## src/sv/c1ks_pkg.sv

```systemverilog
// c1ks_pkg: shared types, constants and functions of the crypto-1 keystream generator
// filter tables, feedback taps, command codes and the key split
// no dependencies
`timescale 1ns / 1ps

package c1ks_pkg;

	// feedback taps of the two 24-bit halves
	localparam logic [23:0] POLY_ODD  = 24'h29CE5C;
	localparam logic [23:0] POLY_EVEN = 24'h870804;

	// first-level filter tables, one per input nibble
	localparam logic [19:0] FILT_A = 20'hF22C0;
	localparam logic [19:0] FILT_B = 20'h6C9C0;
	localparam logic [19:0] FILT_C = 20'h3C8B0;
	localparam logic [19:0] FILT_D = 20'h1E458;
	localparam logic [19:0] FILT_E = 20'h0D938;

	// second-level filter table
	localparam logic [31:0] FILT_OUT = 32'hEC57E80A;

	// word mode walks the bytes in reverse order
	localparam logic [4:0] WORD_SWAP = 5'd24;

	// last clock index of each clocking command
	localparam logic [4:0] LAST_BIT  = 5'd0;
	localparam logic [4:0] LAST_BYTE = 5'd7;
	localparam logic [4:0] LAST_WORD = 5'd31;

	// command codes
	typedef enum logic [2:0] {
		CMD_LOAD  = 3'd0,
		CMD_CLEAR = 3'd1,
		CMD_BIT   = 3'd2,
		CMD_BYTE  = 3'd3,
		CMD_WORD  = 3'd4
	} cmd_t;

	// cipher state
	typedef struct packed {
		logic [23:0] odd_half;
		logic [23:0] even_half;
	} halves_t;

	// request to the round unit
	typedef struct packed {
		halves_t st;
		logic    in_bit;
		logic    feed_output;
	} round_in_t;

	// answer of the round unit
	typedef struct packed {
		halves_t st;
		logic    ks;
	} round_out_t;

	// nonlinear filter over bits 19:0 of the odd half
	function automatic logic filt(input logic [23:0] x);
		logic [4:0] f;
		f[4] = FILT_A[{1'b0, x[3:0]} + 5'd4];
		f[3] = FILT_B[{1'b0, x[7:4]} + 5'd3];
		f[2] = FILT_C[{1'b0, x[11:8]} + 5'd2];
		f[1] = FILT_D[{1'b0, x[15:12]} + 5'd1];
		f[0] = FILT_E[{1'b0, x[19:16]}];
		return FILT_OUT[f];
	endfunction

	// key bits interleaved into the halves, bytes bit-reversed
	function automatic halves_t key_split(input logic [47:0] key);
		halves_t h;
		for (int j = 0; j < 24; j++) begin
			h.odd_half[j]  = key[(2 * j) ^ 7];
			h.even_half[j] = key[(2 * j + 1) ^ 7];
		end
		return h;
	endfunction

endpackage

```

## src/sv/crypto1_keystream_generator.sv

```systemverilog
// crypto1_keystream_generator: top level of the crypto-1 keystream generator
// holds the key register, cipher state, sequencer and output register
// depends on c1ks_pkg and c1ks_round
`timescale 1ns / 1ps

// Usage
// key channel: key_valid/key_ready carry cipher_key; key_ready is always high.
//   Write the key only while no command is in flight.
// input channel: in_valid with cmd, data_in, feed_output; the block raises in_stall
//   while a command is in flight. Commands: load key, clear, clock 1, 8 or 32 times.
// output channel: out_valid with keystream and parity_bit, one transaction per
//   command; the receiver holds it with out_stall and the result stays put.
// Timing: one cipher clock per cycle through a single round unit.
// The next command is accepted as soon as the result is in the output register,
//   even while it is still stalled; a new result waits until that one is taken.
// Reset (arst_n low) clears the key, both halves and all valid flags.

module crypto1_keystream_generator (
	input  logic        clk,
	input  logic        arst_n,
	input  logic        key_valid,
	output logic        key_ready,
	input  logic [47:0] cipher_key,
	input  logic        in_valid,
	output logic        in_stall,
	input  logic [2:0]  cmd,
	input  logic [31:0] data_in,
	input  logic        feed_output,
	output logic        out_valid,
	input  logic        out_stall,
	output logic [31:0] keystream,
	output logic        parity_bit
);

	typedef enum logic [2:0] {
		ST_IDLE = 3'b001,
		ST_RUN  = 3'b010,
		ST_DONE = 3'b100
	} state_t;

	state_t               state_q;
	logic [47:0]          key_q;
	c1ks_pkg::halves_t    st_q;
	logic [31:0]          data_q;
	logic [31:0]          ks_q;
	logic                 fo_q;
	logic                 word_q;
	logic [4:0]           cnt_q;
	logic [4:0]           last_q;
	logic                 out_valid_q;
	logic [31:0]          keystream_q;
	logic                 parity_q;

	logic                 in_acc;
	logic                 slot_free;
	logic [4:0]           pos;
	c1ks_pkg::round_in_t  rin;
	c1ks_pkg::round_out_t rout;

	// handshakes
	assign key_ready = 1'b1;
	assign in_stall  = (state_q != ST_IDLE);
	assign in_acc    = in_valid && !in_stall;
	assign slot_free = !out_valid_q || !out_stall;

	// bit position of the current clock
	assign pos = word_q ? (cnt_q ^ c1ks_pkg::WORD_SWAP) : cnt_q;

	// shared round unit
	assign rin.st          = st_q;
	assign rin.in_bit      = data_q[pos];
	assign rin.feed_output = fo_q;

	c1ks_round u_round (
		.rin  (rin),
		.rout (rout)
	);

	// key register
	always_ff @(posedge clk or negedge arst_n) begin
		if (!arst_n) begin
			key_q <= '0;
		end else if (key_valid && key_ready) begin
			key_q <= cipher_key;
		end
	end

	// sequencer and cipher state
	always_ff @(posedge clk or negedge arst_n) begin
		if (!arst_n) begin
			state_q <= ST_IDLE;
			st_q    <= '0;
			cnt_q   <= '0;
			last_q  <= '0;
			word_q  <= 1'b0;
			fo_q    <= 1'b0;
		end else begin
			case (state_q)
				ST_IDLE: begin
					if (in_acc) begin
						cnt_q  <= '0;
						word_q <= (cmd == c1ks_pkg::CMD_WORD);
						fo_q   <= feed_output;
						case (cmd)
							c1ks_pkg::CMD_LOAD: begin
								st_q    <= c1ks_pkg::key_split(key_q);
								state_q <= ST_DONE;
							end
							c1ks_pkg::CMD_CLEAR: begin
								st_q    <= '0;
								state_q <= ST_DONE;
							end
							c1ks_pkg::CMD_BIT: begin
								last_q  <= c1ks_pkg::LAST_BIT;
								state_q <= ST_RUN;
							end
							c1ks_pkg::CMD_BYTE: begin
								last_q  <= c1ks_pkg::LAST_BYTE;
								state_q <= ST_RUN;
							end
							c1ks_pkg::CMD_WORD: begin
								last_q  <= c1ks_pkg::LAST_WORD;
								state_q <= ST_RUN;
							end
							default: begin
								state_q <= ST_DONE;
							end
						endcase
					end
				end
				ST_RUN: begin
					st_q  <= rout.st;
					cnt_q <= cnt_q + 5'd1;
					if (cnt_q == last_q) begin
						state_q <= ST_DONE;
					end
				end
				ST_DONE: begin
					if (slot_free) begin
						state_q <= ST_IDLE;
					end
				end
				default: begin
					state_q <= ST_IDLE;
				end
			endcase
		end
	end

	// input data and keystream accumulation
	always_ff @(posedge clk) begin
		if (in_acc) begin
			data_q <= data_in;
			ks_q   <= '0;
		end else if (state_q == ST_RUN) begin
			ks_q[pos] <= rout.ks;
		end
	end

	// output register
	always_ff @(posedge clk or negedge arst_n) begin
		if (!arst_n) begin
			out_valid_q <= 1'b0;
		end else if (state_q == ST_DONE && slot_free) begin
			out_valid_q <= 1'b1;
		end else if (!out_stall) begin
			out_valid_q <= 1'b0;
		end
	end

	always_ff @(posedge clk) begin
		if (state_q == ST_DONE && slot_free) begin
			keystream_q <= ks_q;
			parity_q    <= c1ks_pkg::filt(st_q.odd_half);
		end
	end

	assign out_valid  = out_valid_q;
	assign keystream  = keystream_q;
	assign parity_bit = parity_q;

`ifndef SYNTHESIS
	// the clock counter never passes the command's last clock
	a_cnt_range: assert property (@(posedge clk) disable iff (!arst_n)
		state_q == ST_RUN |-> cnt_q <= last_q)
		else $error("clock counter beyond last clock");

	// an accepted command always leaves idle
	a_accept_leaves_idle: assert property (@(posedge clk) disable iff (!arst_n)
		in_acc |=> (state_q == ST_RUN || state_q == ST_DONE))
		else $error("accepted command did not start");

	// finishing a command fills the output register and frees the input
	a_done_delivers: assert property (@(posedge clk) disable iff (!arst_n)
		state_q == ST_DONE && slot_free |=> out_valid_q && state_q == ST_IDLE)
		else $error("finished command not delivered");
`endif

endmodule

```

## src/sv/c1ks_round.sv

```systemverilog
// c1ks_round: one cipher clock of the crypto-1 state, shared by every clocking command
// filter, feedback parity, shift and half swap
// depends on c1ks_pkg
`timescale 1ns / 1ps

module c1ks_round (
	input  c1ks_pkg::round_in_t  rin,
	output c1ks_pkg::round_out_t rout
);

	logic        ks;
	logic        fb;
	logic [23:0] shifted;

	// keystream bit from the odd half
	assign ks = c1ks_pkg::filt(rin.st.odd_half);

	// feedback: input bit, optional keystream bit, tapped state bits
	assign fb = (ks & rin.feed_output) ^ rin.in_bit
		^ (^(c1ks_pkg::POLY_ODD & rin.st.odd_half))
		^ (^(c1ks_pkg::POLY_EVEN & rin.st.even_half));

	assign shifted = {rin.st.even_half[22:0], fb};

	// shift into the even half, then swap
	assign rout.ks           = ks;
	assign rout.st.odd_half  = shifted;
	assign rout.st.even_half = rin.st.odd_half;

endmodule
```

## config.mk

```make
export PLATFORM = sky130hd
export DESIGN_NAME = crypto1_keystream_generator
export DESIGN_NICKNAME = d
export VERILOG_FILES = /design/src/sv/c1ks_pkg.sv /design/src/sv/crypto1_keystream_generator.sv /design/src/sv/c1ks_round.sv
export SDC_FILE = /design/constraint.sdc
export NUM_CORES = 1
export LEC_CHECK = 0
export ABC_AREA = 1
export BUFFER_PORTS_ARGS = -buffer_cell sky130_fd_sc_hd__buf_2
export CORE_AREA = 2 2 137 139
export CTS_CLUSTER_SIZE = 20
export DETAILED_ROUTE_END_ITERATION = 8
export DIE_AREA = 0 0 139 141
export GPL_TIMING_DRIVEN = 0
export HOLD_SLACK_MARGIN = 0.12
export PLACE_DENSITY = 0.73
export SLEW_MARGIN = 30
export SYNTH_ARGS = -nofsm -noshare
export SYNTH_HDL_FRONTEND = slang
export SYNTH_SLANG_ARGS = --single-unit
```

## constraint.sdc

```tcl
create_clock -name clk -period 2.84 [get_ports clk]
set_clock_uncertainty 0.15 [all_clocks]
set_input_delay 0.426 -clock clk [delete_from_list [all_inputs] [get_ports clk]]
set_output_delay 0.426 -clock clk [all_outputs]
set_load 0.01 [all_outputs]
```

==> reports/metrics.cfg <==
[synth]
synth.area.top_cells = dfrtp_1 (29%), edfxtp_1 (21%), nand2_1 (7.3%), dfxtp_1 (7.0%), mux2_2 (5.9%)
netlist_instances = 935
postSynthRegisterBits = 206
synth.largest_area_cell = dfrtp_1
synth_cell_types = 41
syn_area_per_cell_um2 = 9.84
synth_top_cell_area_share_pct = 29.4
yosysMostFrequentCell = nand2_1
synth_nets = 1035
synth_edf_count = 65
synthFlopType = dfrtp_1
synth_top_cells_by_count = nand2_1 (178), dfrtp_1 (108), nand3_1 (93)
seq_area_frac_synth_pct = 57.8
async_flop_share_pct = 52.9
yosys_warnings = 0
syn_area_um2 = 9200

[power_and_ir_drop]
power.switching_mw = 4.06
irDropWorstVdd_mv = 0.561
comb_power_share_pct = 37.6
power_frac_seq_pct = 37.4
pwr_density_cell_nw_per_um2 = 940
p_sw_share_pct = 36.9
p_leak_nw = 5.18
pwr-share-clk_pct = 25.1
power.internal_mw = 6.94

[routing]
routed_wl_um = 22600
route.antenna.remaining_nets = 0
vias = 7486
drt_iter0_markers = 515
drc = 0
via_per_inst = 5.29
drt_pre_antenna_iters = 5
routedWlPerCell_um = 16.0

[floorplanning]
core_area_um2 = 18300
start_util_pct = 50.4
die_y_um = 141
dieWidth_um = 139
boundaryPins = 125
die-area_um2 = 19600
rows = 50

[cts]
cts_sinks = 206
htreeDepth = 1
root_buffer = clkbuf_16
post_cts_resized = 0
numCtsBuffers = 22
clk_pin_slew_ns = 0.07
cts.path.max_buffers = 3
cts_tree = done
clock_latency_ns = 0.51

[cells_and_area]
final_cells = 1414
final_nets = 1265
syn2layout_area_growth_pct = 27.1
final_area_um2 = 11700
n_antenna_cell = 0
drive_gt1_share_pct = 23.4
final_util_pct = 64.0
num-fill-cells = 1401

[grt]
grt_pass1_wl_um = 37100
grtUsageTotal_pct = 23.2
grt.met3_usage_pct = 3.40
grt_start_max_net_pins = 65
antenna_found_initial = 0
top_usage_layer = met2
use_met1_pct = 28.9
met2_usage_pct = 41.5
first_global_vias = 7487
grt_overflow = 0

[run]
max_cap_viol_count = 0

[status]
status = finished clean

[worst_setup_path]
worst-path-max-fanout = 39
worstPathRequired_ns = 3.07
crit_path_start_kind = flop
arrival_ns = 2.70
crit_type = flop to flop
end_kind = flop

[timing]
setup_viol = 0
rsz0062_at_grt = false
setup_tns_ns = 0
hold_viol = 0
timing.final.ws_setup_ns = 0.367
max_freq_mhz = 404
slew_violations = 0
period_needed_ns = 2.47
worst_slew_pin_slew_ns = 0.643
slew_headroom_pct = 57.1
fin_crit_sh_pct = 87.1

[placed_design]
dp_hpwl_um = 14900
place_inst = 1293
placed_area_um2 = 10200
preCtsSetupSlack_ns = 0.412
numPortBuffers = 122
gp_congestion = 0.878

[worst_hold_path]
hp-class = input port to flop

-- final timing paths --
| check | to | cells after the start | slack, ns | start |
|---|---|---|---|---|
| max in group asynchronous | state_q[0]$_DFFE_PN1P_ | 3 | 1.58 | arst_n |
| max reg2reg | ks_q[16]$_SDFFE_PP0P_ | 8 | 0.37 | state_q[0]$_DFFE_PN1P_ |
| min | last_q[3]$_DFFE_PN0P_ | 4 | 0.13 | cmd[1] |
| min in group asynchronous | key_q[21]$_DFFE_PN0P_ | 2 | 0.27 | arst_n |
| max | ks_q[16]$_SDFFE_PP0P_ | 8 | 0.37 | state_q[0]$_DFFE_PN1P_ |
| min reg2reg | keystream[13]$_DFFE_PP_ | 0 | 0.27 | ks_q[13]$_SDFFE_PP0P_ |
-- placed cells by master (no fill, tap or decap), types with 4 or more instances in the layout --
cell,count
nand2_1,178
buf_2,134
dfrtp_1,108
nand3_1,93
o21ai_0,84
dlygate4sd3_1,82
inv_1,68
edfxtp_1,65
nor2_1,56
mux2_2,48
o21ai_1,44
dfxtp_1,32
a21oi_1,29
clkbuf_16,24
clkbuf_1,18
inv_2,12
a21oi_2,12
nand2_2,11
ha_1,11
buf_4,9
buf_6,8
nor3_1,5
xnor2_1,5
a31oi_1,5
buf_1,4
-- area by class of cell --
cell class,instances,area [um^2],share of cell area [%]
Timing Repair Buffer,206,1490,12.8
Multi-Input combinational cell,604,3310,28.3
Inverter,80,300,2.57
Clock inverter,5,27.5,0.235
Sequential cell,206,5320,45.5
Tap cell,234,293,2.50
Buffer,45,283,2.42
Clock buffer,34,668,5.71
-- power by group through the flow --
stage	logic, mW	clock network, mW	registers (mW)
floorplan	3.04	0	4.11
global placement	3.89	0	4.13
detailed placement	4.01	0	4.16
CTS	4.12	2.79	4.10
global route	4.66	2.92	4.18
finish	4.13	2.75	4.11
-- critical path, cell delays in order (launching register included) --
cell	delay, ns
dfstp_2	0.52
inv_1	0.07
nor3_4	0.20
inv_2	0.10
nor2_8	0.51
inv_1	0.30
buf_1	0.27
o21ai_0	0.16
a21oi_1	0.06
-- kinds of logic after synthesis --
family                     synth area share, %
muxes                                     5.87
adders and majority gates                 1.50
xor gates and xnor gates                  1.11
other                                   0.0407
and+or+nand+nor                           16.7
buffers and inverters                     6.33
AOI/OAI and AO/OA                         10.6
DFF                                       57.8
-- per-layer routing --
layer	part of all wire, %	up-vias
met4	3.0	0
li1	-	3613
met1	41	3550
met5	0	-
met3	5.5	57
met2	51	266
-- stage by stage --
step / hold WS, ns / power [mW]
2_1_floorplan: -0.0196 / 7.15
3_3_place_gp: 0.260 / 8.02
3_5_place_dp: 0.225 / 8.16
4_1_cts: 0.123 / 11.0
5_1_grt: 0.144 / 11.8
6_report: 0.127 / 11.0
-- sequential cells by signal, summed over array words and instances (netlist names), 2 cells and up --
| name | cells |
|---|---|
| cnt_q | 5 |
| data_q | 32 |
| key_q | 48 |
| keystream | 32 |
| ks_q | 32 |
| last_q | 2 |
| rin | 48 |
| state_q | 3 |
-- repair_timing --
action,in CTS,in global routing
hold buffers,82,0
buffers inserted,0,0
hold endpoints to repair,179,0
No activity file was read; power rests on OpenSTA's default activity.
